$ cat src/design/pic_pkg.sv
// Shared types and constants for the PWM input capture block.
// No dependencies; the interfaces and the top level take names from here.
package pic_pkg;

  // Field widths of the beats.
  localparam int unsigned ChW    = 1;
  localparam int unsigned TsW    = 32;
  localparam int unsigned TpsW   = 32;
  localparam int unsigned DutyW  = 7;

  // Default number of capture channels.
  localparam int unsigned Channels = 2;

  // Reset value of the ticks-per-second register.
  localparam logic [TpsW-1:0] TpsReset = 32'd1000000;

  // Full-scale duty in percent.
  localparam logic [DutyW-1:0] DutyFull = 7'd100;

  // Shared divider: a 40-bit dividend shift register. The frequency quotient
  // takes 32 steps, the duty quotient (on time times 100) takes 39 steps.
  localparam int unsigned DivW      = 40;
  localparam int unsigned FreqSteps = 32;
  localparam int unsigned DutySteps = 39;
  localparam int unsigned ProdW     = DutySteps;
  localparam int unsigned DivCntW   = $clog2(DutySteps);

  // Sequencer states.
  typedef enum logic [2:0] {
    S_IDLE,
    S_CALC,
    S_DIVF,
    S_LDD,
    S_DIVD,
    S_DONE
  } pic_state_e;

endpackage

$ cat src/design/pic_if.sv
// Handshake interfaces of the PWM input capture block: item input,
// result output and configuration write. Depends on pic_pkg for widths.

// Input items: edge events and read requests.
interface pic_in_if;
  logic                          valid;
  logic                          ready;
  logic                          req_type;
  logic [pic_pkg::ChW-1:0]       channel;
  logic                          level;
  logic [pic_pkg::TsW-1:0]       timestamp;

  modport source (output valid, req_type, channel, level, timestamp, input ready);
  modport sink   (input valid, req_type, channel, level, timestamp, output ready);
endinterface

// Result items: one per read request.
interface pic_out_if;
  logic                          valid;
  logic                          ready;
  logic [pic_pkg::ChW-1:0]       out_channel;
  logic [pic_pkg::TsW-1:0]       frequency;
  logic [pic_pkg::DutyW-1:0]     duty_percent;
  logic                          valid_res;

  modport source (output valid, out_channel, frequency, duty_percent, valid_res,
                  input ready);
  modport sink   (input valid, out_channel, frequency, duty_percent, valid_res,
                  output ready);
endinterface

// Configuration writes of the ticks-per-second register.
interface pic_cfg_if;
  logic                          valid;
  logic                          ready;
  logic [pic_pkg::TpsW-1:0]      data;

  modport source (output valid, data, input ready);
  modport sink   (input valid, data, output ready);
endinterface

$ cat src/design/pwm_input_capture_top.sv
// PWM input capture top level: per-channel stamp storage, sequencer and one
// shared restoring divider. Depends on pic_pkg and the interfaces in pic_if.sv.
//
// Usage: edge beats (req_type 0) are taken while idle and update the
// addressed channel only while it is armed. A read beat (req_type 1) holds the
// input after it is accepted while the sequencer forms period and on time,
// runs 32 divider steps for the frequency, forms on time times 100, runs 39
// divider steps for the duty, and hands the result to the output register.
// The single divider gives one quotient bit per cycle; a read on a channel out
// of range, with no completed cycle or with a zero period skips the divider
// steps. The hand-over to the output register waits while the output
// register still holds an unaccepted result. The input is not ready while a
// read is in work. A finished result waits in the output register, so the
// next beat is taken while it is still pending. The configuration port is
// always ready and must only be written while idle.
module pwm_input_capture_top #(
  parameter int unsigned CHANNELS = pic_pkg::Channels
) (
  input  logic        clk_i,
  input  logic        rst_ni,
  pic_in_if.sink      in_i,
  pic_out_if.source   res_o,
  pic_cfg_if.sink     cfg_i
);

  localparam int unsigned ChIdxW = (CHANNELS > 1) ? $clog2(CHANNELS) : 1;
  localparam int unsigned TsW    = pic_pkg::TsW;
  localparam int unsigned DivW   = pic_pkg::DivW;
  localparam int unsigned CntW   = pic_pkg::DivCntW;
  localparam int unsigned ProdW  = pic_pkg::ProdW;
  localparam int unsigned DutyW  = pic_pkg::DutyW;

  pic_pkg::pic_state_e state_q, state_d;

  // Configuration register.
  logic [pic_pkg::TpsW-1:0] tps_q;

  // Per-channel capture state.
  logic [TsW-1:0]      start_q [CHANNELS];
  logic [TsW-1:0]      prev_q  [CHANNELS];
  logic [TsW-1:0]      stop_q  [CHANNELS];
  logic [CHANNELS-1:0] armed_q;

  // Read request context.
  logic [pic_pkg::ChW-1:0] ch_q;
  logic [ChIdxW-1:0]       idx_q;
  logic                    rng_q;
  logic                    ok_q;
  logic [TsW-1:0]          period_q;
  logic [TsW-1:0]          on_q;
  logic [TsW-1:0]          freq_q;
  logic [DutyW-1:0]        duty_q;

  // Shared divider registers.
  logic [TsW-1:0]  rem_q;
  logic [DivW-1:0] quo_q;
  logic [CntW-1:0] cnt_q;

  // Output register.
  logic                    out_valid_q;
  logic [pic_pkg::ChW-1:0] out_ch_q;
  logic [TsW-1:0]          out_freq_q;
  logic [DutyW-1:0]        out_duty_q;
  logic                    out_vres_q;

  logic              in_acc;
  logic [ChIdxW-1:0] in_idx;
  logic              in_rng;
  logic              slot_free;
  logic              div_last;

  // Handshake terms and channel decode.
  assign in_i.ready  = (state_q == pic_pkg::S_IDLE);
  assign cfg_i.ready = 1'b1;
  assign in_acc      = in_i.valid && in_i.ready;
  assign in_idx      = ChIdxW'(in_i.channel);
  assign in_rng      = (32'(in_i.channel) < CHANNELS);
  assign slot_free   = !out_valid_q || res_o.ready;
  assign div_last    = (cnt_q == '0);

  // One restoring step: shift in the next dividend bit, subtract if it fits.
  logic [TsW:0]    rem_sh;
  logic [TsW:0]    rem_sub;
  logic            rem_ge;
  logic [TsW-1:0]  rem_d;
  logic [DivW-1:0] quo_d;

  assign rem_sh  = {rem_q, quo_q[DivW-1]};
  assign rem_ge  = (rem_sh >= {1'b0, period_q});
  assign rem_sub = rem_sh - {1'b0, period_q};
  assign rem_d   = rem_ge ? rem_sub[TsW-1:0] : rem_sh[TsW-1:0];
  assign quo_d   = {quo_q[DivW-2:0], rem_ge};

  // Duty quotient saturated at full scale.
  logic [DutyW-1:0] duty_sat;
  assign duty_sat = (quo_d[ProdW-1:0] > ProdW'(pic_pkg::DutyFull)) ?
                    pic_pkg::DutyFull : quo_d[DutyW-1:0];

  // On time times 100 for the duty dividend.
  logic [ProdW-1:0] duty_prod;
  assign duty_prod = ProdW'(on_q) * ProdW'(pic_pkg::DutyFull);

  // Sequencer state register.
  always_ff @(posedge clk_i or negedge rst_ni) begin
    if (!rst_ni) begin
      state_q <= pic_pkg::S_IDLE;
    end else begin
      state_q <= state_d;
    end
  end

  // Sequencer next state.
  always_comb begin
    state_d = state_q;
    case (state_q)
      pic_pkg::S_IDLE: begin
        if (in_acc && in_i.req_type) state_d = pic_pkg::S_CALC;
      end
      pic_pkg::S_CALC: begin
        state_d = pic_pkg::S_DIVF;
      end
      pic_pkg::S_DIVF: begin
        if (!ok_q) state_d = pic_pkg::S_DONE;
        else if (div_last) state_d = pic_pkg::S_LDD;
      end
      pic_pkg::S_LDD: begin
        state_d = pic_pkg::S_DIVD;
      end
      pic_pkg::S_DIVD: begin
        if (div_last) state_d = pic_pkg::S_DONE;
      end
      pic_pkg::S_DONE: begin
        if (slot_free) state_d = pic_pkg::S_IDLE;
      end
      default: begin
        state_d = pic_pkg::S_IDLE;
      end
    endcase
  end

  // Configuration register write.
  always_ff @(posedge clk_i or negedge rst_ni) begin
    if (!rst_ni) begin
      tps_q <= pic_pkg::TpsReset;
    end else if (cfg_i.valid && cfg_i.ready) begin
      tps_q <= cfg_i.data;
    end
  end

  // Capture stamps and arm flags. Edges land only on armed channels; a read
  // arms its channel once the stamps have been sampled.
  always_ff @(posedge clk_i or negedge rst_ni) begin
    if (!rst_ni) begin
      armed_q <= '0;
      for (int i = 0; i < CHANNELS; i++) begin
        start_q[i] <= '0;
        prev_q[i]  <= '0;
        stop_q[i]  <= '0;
      end
    end else begin
      if (in_acc && !in_i.req_type && in_rng && armed_q[in_idx]) begin
        if (in_i.level) begin
          prev_q[in_idx]  <= start_q[in_idx];
          start_q[in_idx] <= in_i.timestamp;
        end else begin
          stop_q[in_idx] <= in_i.timestamp;
        end
      end
      if (state_q == pic_pkg::S_CALC && rng_q) begin
        armed_q[idx_q] <= 1'b1;
      end
    end
  end

  // Read datapath: sample the stamps, then, for a valid measurement, run the shared divider twice.
  always_ff @(posedge clk_i) begin
    case (state_q)
      pic_pkg::S_IDLE: begin
        if (in_acc && in_i.req_type) begin
          ch_q  <= in_i.channel;
          idx_q <= in_idx;
          rng_q <= in_rng;
        end
      end
      pic_pkg::S_CALC: begin
        period_q <= start_q[idx_q] - prev_q[idx_q];
        on_q     <= stop_q[idx_q] - start_q[idx_q];
        ok_q     <= rng_q && (start_q[idx_q] < stop_q[idx_q]) &&
                    (start_q[idx_q] != prev_q[idx_q]);
        rem_q    <= '0;
        quo_q    <= {tps_q, (DivW-TsW)'(0)};
        cnt_q    <= CntW'(pic_pkg::FreqSteps - 1);
      end
      pic_pkg::S_DIVF: begin
        rem_q <= rem_d;
        quo_q <= quo_d;
        cnt_q <= cnt_q - CntW'(1);
        if (div_last) freq_q <= quo_d[TsW-1:0];
      end
      pic_pkg::S_LDD: begin
        rem_q <= '0;
        quo_q <= {duty_prod, (DivW-ProdW)'(0)};
        cnt_q <= CntW'(pic_pkg::DutySteps - 1);
      end
      pic_pkg::S_DIVD: begin
        rem_q <= rem_d;
        quo_q <= quo_d;
        cnt_q <= cnt_q - CntW'(1);
        if (div_last) duty_q <= duty_sat;
      end
      default: begin
      end
    endcase
  end

  // Output register valid flag.
  always_ff @(posedge clk_i or negedge rst_ni) begin
    if (!rst_ni) begin
      out_valid_q <= 1'b0;
    end else if (state_q == pic_pkg::S_DONE && slot_free) begin
      out_valid_q <= 1'b1;
    end else if (res_o.ready) begin
      out_valid_q <= 1'b0;
    end
  end

  // Output register payload; invalid measurements report zeros.
  always_ff @(posedge clk_i) begin
    if (state_q == pic_pkg::S_DONE && slot_free) begin
      out_ch_q   <= ch_q;
      out_vres_q <= ok_q;
      out_freq_q <= ok_q ? freq_q : '0;
      out_duty_q <= ok_q ? duty_q : '0;
    end
  end

  assign res_o.valid        = out_valid_q;
  assign res_o.out_channel  = out_ch_q;
  assign res_o.frequency    = out_freq_q;
  assign res_o.duty_percent = out_duty_q;
  assign res_o.valid_res    = out_vres_q;

`ifndef SYNTHESIS
  // An accepted read beat always starts the measurement sequence.
  a_read_starts: assert property (@(posedge clk_i) disable iff (!rst_ni)
    (in_acc && in_i.req_type) |=> (state_q == pic_pkg::S_CALC))
    else $error("read beat did not start a measurement");

  // The divider remainder stays below the divisor while dividing.
  a_rem_bound: assert property (@(posedge clk_i) disable iff (!rst_ni)
    ((state_q == pic_pkg::S_DIVD) || (state_q == pic_pkg::S_DIVF && ok_q))
    |-> (rem_q < period_q))
    else $error("divider remainder not below period");

  // Reported duty never exceeds full scale.
  a_duty_range: assert property (@(posedge clk_i) disable iff (!rst_ni)
    out_valid_q |-> (out_duty_q <= pic_pkg::DutyFull))
    else $error("duty above full scale");

  // An invalid measurement reports zero frequency and duty.
  a_invalid_zero: assert property (@(posedge clk_i) disable iff (!rst_ni)
    (out_valid_q && !out_vres_q) |-> (out_freq_q == '0 && out_duty_q == '0))
    else $error("invalid result carries nonzero data");

  // Once armed, channel 0 stays armed.
  a_armed_sticky: assert property (@(posedge clk_i) disable iff (!rst_ni)
    armed_q[0] |=> armed_q[0])
    else $error("armed flag cleared");
`endif

endmodule
$ cat src/flat_wrapper.sv
// flat-port wrapper written by rule: the top's interface ports become plain ports
module pwm_input_capture_top_flat 
#(
  parameter int unsigned CHANNELS = pic_pkg::Channels
)
  (clk_i, rst_ni, in_i_valid, in_i_req_type, in_i_channel, in_i_level, in_i_timestamp, in_i_ready, res_o_valid, res_o_out_channel, res_o_frequency, res_o_duty_percent, res_o_valid_res, res_o_ready, cfg_i_valid, cfg_i_data, cfg_i_ready);
  pic_in_if in_i_i ();
  pic_out_if res_o_i ();
  pic_cfg_if cfg_i_i ();
  input  logic clk_i;
  input  logic rst_ni;
  input wire logic [$bits(in_i_i.valid)-1:0] in_i_valid;
  input wire logic [$bits(in_i_i.req_type)-1:0] in_i_req_type;
  input wire logic [$bits(in_i_i.channel)-1:0] in_i_channel;
  input wire logic [$bits(in_i_i.level)-1:0] in_i_level;
  input wire logic [$bits(in_i_i.timestamp)-1:0] in_i_timestamp;
  output wire logic [$bits(in_i_i.ready)-1:0] in_i_ready;
  output wire logic [$bits(res_o_i.valid)-1:0] res_o_valid;
  output wire logic [$bits(res_o_i.out_channel)-1:0] res_o_out_channel;
  output wire logic [$bits(res_o_i.frequency)-1:0] res_o_frequency;
  output wire logic [$bits(res_o_i.duty_percent)-1:0] res_o_duty_percent;
  output wire logic [$bits(res_o_i.valid_res)-1:0] res_o_valid_res;
  input wire logic [$bits(res_o_i.ready)-1:0] res_o_ready;
  input wire logic [$bits(cfg_i_i.valid)-1:0] cfg_i_valid;
  input wire logic [$bits(cfg_i_i.data)-1:0] cfg_i_data;
  output wire logic [$bits(cfg_i_i.ready)-1:0] cfg_i_ready;
  assign in_i_i.valid = in_i_valid;
  assign in_i_i.req_type = in_i_req_type;
  assign in_i_i.channel = in_i_channel;
  assign in_i_i.level = in_i_level;
  assign in_i_i.timestamp = in_i_timestamp;
  assign in_i_ready = in_i_i.ready;
  assign res_o_valid = res_o_i.valid;
  assign res_o_out_channel = res_o_i.out_channel;
  assign res_o_frequency = res_o_i.frequency;
  assign res_o_duty_percent = res_o_i.duty_percent;
  assign res_o_valid_res = res_o_i.valid_res;
  assign res_o_i.ready = res_o_ready;
  assign cfg_i_i.valid = cfg_i_valid;
  assign cfg_i_i.data = cfg_i_data;
  assign cfg_i_ready = cfg_i_i.ready;
  pwm_input_capture_top #(.CHANNELS(CHANNELS)) u_core (.clk_i(clk_i), .rst_ni(rst_ni), .in_i(in_i_i), .res_o(res_o_i), .cfg_i(cfg_i_i));
endmodule
$ cat config.mk
export PLATFORM = sky130hd
export DESIGN_NAME = pwm_input_capture_top_flat
export DESIGN_NICKNAME = d
export VERILOG_FILES = /design/src/design/pic_pkg.sv /design/src/design/pic_if.sv /design/src/design/pwm_input_capture_top.sv /design/src/flat_wrapper.sv
export SDC_FILE = /design/constraint.sdc
export NUM_CORES = 1
export LEC_CHECK = 0
export BUFFER_PORTS_ARGS = -buffer_cell sky130_fd_sc_hd__buf_2
export CAP_MARGIN = 0
export CORE_UTILIZATION = 45
export DETAILED_ROUTE_END_ITERATION = 16
export HOLD_SLACK_MARGIN = 0.12
export SYNTH_ARGS = -nofsm -noshare
export SYNTH_HDL_FRONTEND = slang
export SYNTH_SLANG_ARGS = --single-unit
$ cat constraint.sdc
create_clock -name clk_i -period 14.78 [get_ports clk_i]
set_input_delay 2.217 -clock clk_i [delete_from_list [all_inputs] [get_ports clk_i]]
set_output_delay 2.217 -clock clk_i [all_outputs]
set_load 0.03 [all_outputs]
Yosys cells after proc, flatten, opt, wreduce, memory -nomap -nowiden
Cells that the tools add are included.
{"block": "word_totals", "regBits": 454, "latchBits": 0, "ram_bits": 0, "mem_bits_ro": 0, "in_bits": 72, "out_inout_bits": 44, "elab_cells": 108, "n_memories": 0}
{"block": "op_classes", "add_sub_neg": 4, "mul": 1, "n_div": 0, "order_cmp": 9, "eq_ne": 10, "shifts": 0, "muxes": 33, "bitwise": 4, "reduce_logical": 24}
{"cell": "32-bit 2-to-1 mux", "count": 14}
{"cell": "64-bit bitwise mux", "count": 3}
{"cell": "40-bit one-hot mux with 3 select lines", "count": 1}
{"cell": "32-bit subtractor", "count": 3}
{"cell": "32-bit one-hot mux with 2 select lines", "count": 1}
{"cell": "39-bit by 7-bit greater-than comparator with 1-bit output (second input constant)", "count": 1}
{"cell": "32-bit by 5-bit multiplier with 37-bit output (second input constant)", "count": 1}
{"cell": "33-bit by 32-bit >= comparator with 1-bit output", "count": 1}
{"cell": "32-bit demux with 1-bit select", "count": 1}
{"cell": "32-bit < comparator", "count": 1}
{"cell": "32-bit != test", "count": 1}
{"cell": "3-bit one-hot mux with 6 select lines", "count": 1}
{"cell": "6-bit one-hot mux with 3 select lines", "count": 1}
{"cell": "3-bit 2-to-1 mux", "count": 5}
{"cell": "2-bit AND reduction", "count": 5}
{"cell": "1-bit logical AND", "count": 8}
{"cell": "3-bit by 2-bit == test with 1-bit output (second input constant)", "count": 2}
{"cell": "3-bit == test (second input constant)", "count": 2}
{"cell": "6-bit zero test", "count": 1}
{"cell": "6-bit by 1-bit subtractor with 6-bit output (second input constant)", "count": 1}
{"cell": "1-bit 2-to-1 mux", "count": 5}
{"cell": "2-bit >= comparator (second input constant)", "count": 2}
{"cell": "1-bit by 2-bit < comparator with 1-bit output (second input constant)", "count": 2}
{"cell": "2-bit by 1-bit != test with 1-bit output (second input constant)", "count": 2}
{"cell": "16 further kinds", "count": 20}

Depth between registers and ports, before layout
{"block": "depth", "depth_word": 6, "depth_mapped": 16, "depth_no_buf": 15}

Worst setup path before layout
Ideal clock, no wire load.
{"block": "synth_timing", "kind": "reg-to-reg", "from": "register u_core.cnt_q[2]", "to": "register u_core.freq_q[0], enable pin", "setup_ns": 0.513, "arrival_time_ns": 4.249, "t_required_ns": 14.267, "path_slack_ns": 10.018, "path_stages_with_launch": 4, "path_buffers": 0, "synth_period_minus_slack_ns": 4.762, "cell_sequence": "edfxtp_1 -> nor3_1 -> nand3_1 -> nor4b_1"}
{"block": "synth_via", "elab_chain_cells": 2}
{"item": "from (decl)", "line": "pwm_input_capture_top.sv:57", "text": "logic [CntW-1:0] cnt_q;"}
{"item": "from (signal assigned)", "line": "pwm_input_capture_top.sv:192", "text": "cnt_q <= CntW'(pic_pkg::FreqSteps - 1);"}
{"item": "from (signal assigned)", "line": "pwm_input_capture_top.sv:197", "text": "cnt_q <= cnt_q - CntW'(1);"}
{"item": "from (signal assigned)", "line": "pwm_input_capture_top.sv:203", "text": "cnt_q <= CntW'(pic_pkg::DutySteps - 1);"}
{"item": "6-bit zero test", "line": "pwm_input_capture_top.sv:79", "text": "assign div_last = (cnt_q == '0);"}
{"item": "2-bit AND reduction (no source line)"}
{"item": "to (signal assigned)", "line": "pwm_input_capture_top.sv:198", "text": "if (div_last) freq_q <= quo_d[TsW-1:0];"}
{"item": "to (decl)", "line": "pwm_input_capture_top.sv:51", "text": "logic [TsW-1:0] freq_q;"}
Every way passes these cells.
A chain may end at the register's enable or synchronous reset.

==> summary.txt <==
Synthesis
  • Synthesis warning total: 0
  • Ys async rst share: between 50% and 60%
  • Mapped Cells: ~2400
  • Synth area leader: edfxtp_1
  • Post-synth top cells: 232 x inv_1, 225 x mux2_2, 224 x edfxtp_1
  • Cell variety after synth: between 70 and 80
  • Post-synth EDFFs: around 220
  • Main synth FF type: edfxtp_1
  • Most used standard cell by instance count after synthesis: inv_1
  • Seq cells post-synth: 454
  • Synth Net Count: 2700
  • Sequential share of the synthesized area: between 40 and 50%
  • Top-area cell type share of the netlist area: about a quarter
  • Top area cells in the synthesized netlist: edfxtp_1 25%, dfrtp_1 21%, mux2_2 9.4%
  • Syn Area/Cell: roughly 11 um2
  • Synthesized area: about 27000 um2

Final layout
  • Share of layout cells above drive strength 1: between 10% and 20%
  • Multi-input logic area: 13160 um2
  • Filler cells: ~5300
  • Diodes inserted: 0
  • Layout area overhead: 11.48%
  • Layout net count: ~2800
  • Design Area, Final: roughly 30000 um2
  • Storage cell area: 12490 um2

Global route
  • First-pass GRT wire length: 96700 um
  • GRT Total Usage: between 20% and 30%
  • Pin count of the biggest net entering global routing: slightly above 90
  • Antenna violations before repair: 1
  • Vias in the first global route: approximately 18000
  • Total grt overflow: 0

Clock tree
  • Worst-Skew Late Latency: about 0.60 ns
  • CTS sink cnt: ~450
  • Reg clk slew, reported paths: roughly 0.06 ns
  • Clock buffer depth: 3
  • Setup Buffers After CTS: 0
  • # hold bufs at CTS: 0
  • Post-cts resize count: 0
  • CTS Buf Count: 51
  • Clock root cell: clkbuf_16
  • CTS tree: built
  • H-tree depth: 2

Critical path
  • Reg-to-reg endpoint: u_core.period_q[28]$_DFFE_PP_
  • CP startpoint kind: flip-flop
  • Reg-to-Reg Start: u_core.ch_q$_DFFE_PP_
  • Crit end category: flip-flop
  • Signal arrival time at the worst endpoint: 5.24 ns
  • FF-to-FF path depth: 12
  • Critical path required time: between 15 and 20 ns
  • Worst setup path start: u_core.ch_q$_DFFE_PP_
  • Crit-path max FO: 51
  • Crit Path Category: reg2reg
  • Worst setup path end: u_core.period_q[28]$_DFFE_PP_
  • Register-to-register setup slack: between 9 and 10 ns

STA
  • Slew at the pin closest to its max-slew limit: ~1.2 ns
  • F_max: 204.1 MHz
  • Count of pins over their slew limit: 0
  • Min Tclk post-route: 4.900 ns
  • Clock skew: a little under 0.02 ns
  • Min Hold Slack: ~0.46 ns
  • Endpoints failing hold: 0
  • RSZ-0062 raised after global routing: no
  • Final Cycle Share: between 30% and 40%
  • Post-route setup TNS: 0 ns
  • Setup violations, final: 0
  • Relative slew slack: ~20%

Detailed routing
  • Vias: between 15000 and 20000
  • Avg WL per Cell: ~18 um
  • Drt first pass iters: 5
  • Vias per cell: roughly 5.5
  • DR iter-0 viols: ~1100
  • Post-DRT Antenna Nets: 0
  • Remaining DRCs: 0
  • WL final: ~60000 um

Flow run
  • Total of max-cap violations: 0

Placed design
  • Global placement routability congestion: 0.9665
  • PortBufs: ~110
  • Hpwl dp: about 45000 um
  • Placed cell areas: approximately 28000 um2

Die
  • Core area: a little under 60000 um2
  • I/O Pins: ~120
  • Initial Util: approximately 46%
  • Die Width: between 200 and 250 um
  • Row count: 89
  • Die Ht: 246.1 um
  • Die Area: 60580 um2

Power and ir drop
  • Power Total: around 2.6 mW
  • P per Cell Area: 88.44 nW/um2
  • Worst VDD drop: around 0.086 mV
  • Leakage: between 10 and 15 nW

Min path
  • HP Class: reg2reg

Outcome
  • Outcome: finished clean
[stage by stage]
step | setup slack [ns] | utilization [%] | cells
2_1_floorplan | 10.02 | - | 2401
3_3_place_gp | 9.913 | 47.91 | 3215
3_5_place_dp | 9.834 | 47.91 | 3215
4_1_cts | 9.848 | 50.76 | 3307
5_1_grt | 9.615 | 50.76 | 3307
6_report | 9.880 | 50.76 | 3307
[registers in the layout, indices dropped and copies added, names as in the netlist, 32 cells and up]
| name | cells |
|---|---|
| u_core.prev_q | 64 |
| u_core.start_q | 64 |
| u_core.stop_q | 64 |
| u_core.quo_q | 40 |
| u_core.freq_q | 32 |
| u_core.on_q | 32 |
| u_core.period_q | 32 |
| u_core.rem_q | 32 |
| u_core.res_o.frequency | 32 |
| u_core.tps_q | 32 |
[how the worst min path moves through the flow]
stage,start,endpoint,cells after the start
floorplan,u_core.armed_q[0]$_DFFE_PN0P_,u_core.armed_q[0]$_DFFE_PN0P_,2
global placement,u_core.armed_q[1]$_DFFE_PN0P_,u_core.armed_q[1]$_DFFE_PN0P_,1
detailed placement,u_core.armed_q[1]$_DFFE_PN0P_,u_core.armed_q[1]$_DFFE_PN0P_,1
CTS,u_core.armed_q[1]$_DFFE_PN0P_,u_core.armed_q[1]$_DFFE_PN0P_,1
global route,u_core.armed_q[1]$_DFFE_PN0P_,u_core.armed_q[1]$_DFFE_PN0P_,1
finish,u_core.armed_q[1]$_DFFE_PN0P_,u_core.armed_q[1]$_DFFE_PN0P_,1
[placed cells by master, fill, tap and decap left out, drive strengths merged, types with 22 or more instances in the layout]
cell type and instances:
a211oi 24, a21o 54, a21oi 139, a22oi 23, and2 45, buf 135
clkbuf 70, dfrtp 223, edfxtp 224, fa 30, ha 197, inv 235
mux2 225, mux2i 111, nand2 89, nand3 23, nand4 23, nor2 148
nor2b 25, o21a 22, o21ai 114, xnor2 64, xor2 33
[per-layer routing]
layer | part of all wire, % | track usage [%] | vias up
li1 | - | - | 8820
met1 | 46 | 27.36 | 8746
met2 | 47 | 33.32 | 388
met3 | 4.1 | 2.800 | 88
met4 | 2.7 | 6.102 | 0
met5 | 0 | 0 | -
[power by group]
part | leakage (nW) | switching (mW) | internal, mW
Clock | 0.807 | 0.519 | 0.749
Combinational | 8.56 | 0.0255 | 0.0162
Sequential | 4.95 | 0.00637 | 1.33
Total | 14.3 | 0.551 | 2.09
[cell type report]
cell class / instances / area share (%)
Multi-Input combinational cell: 1621 / 44.00
Sequential cell: 454 / 41.77
Clock buffer: 70 / 4.783
Tap cell: 773 / 3.234
Inverter: 232 / 2.912
Timing Repair Buffer: 135 / 2.469
Clock inverter: 22 / 0.8327
[cells by family after synthesis]
logic type	after synthesis	share of synthesized area [%]
xor gates and xnor gates	97	3.167
and+or+nand+nor	464	8.583
DFF	454	46.57
other	1	0.01398
adders and majority gates	227	11.43
muxes	336	13.59
AOI/OAI and AO/OA	496	11.99
buffers and inverters	326	4.655
[critical path, cell delays in order, from the launching register on]
cell and delay [ns]:
edfxtp_1 0.32, buf_4 0.59, buf_4 0.79, mux2i_1 0.41, inv_1 0.09, ha_1 0.44, nand4_1 0.18, o41ai_1 0.75
a21oi_1 0.22, a21oi_1 0.41, a21o_1 0.19, a21oi_1 0.07, xnor2_1 0.14
Note: power is estimated with default switching activity, not from simulation.
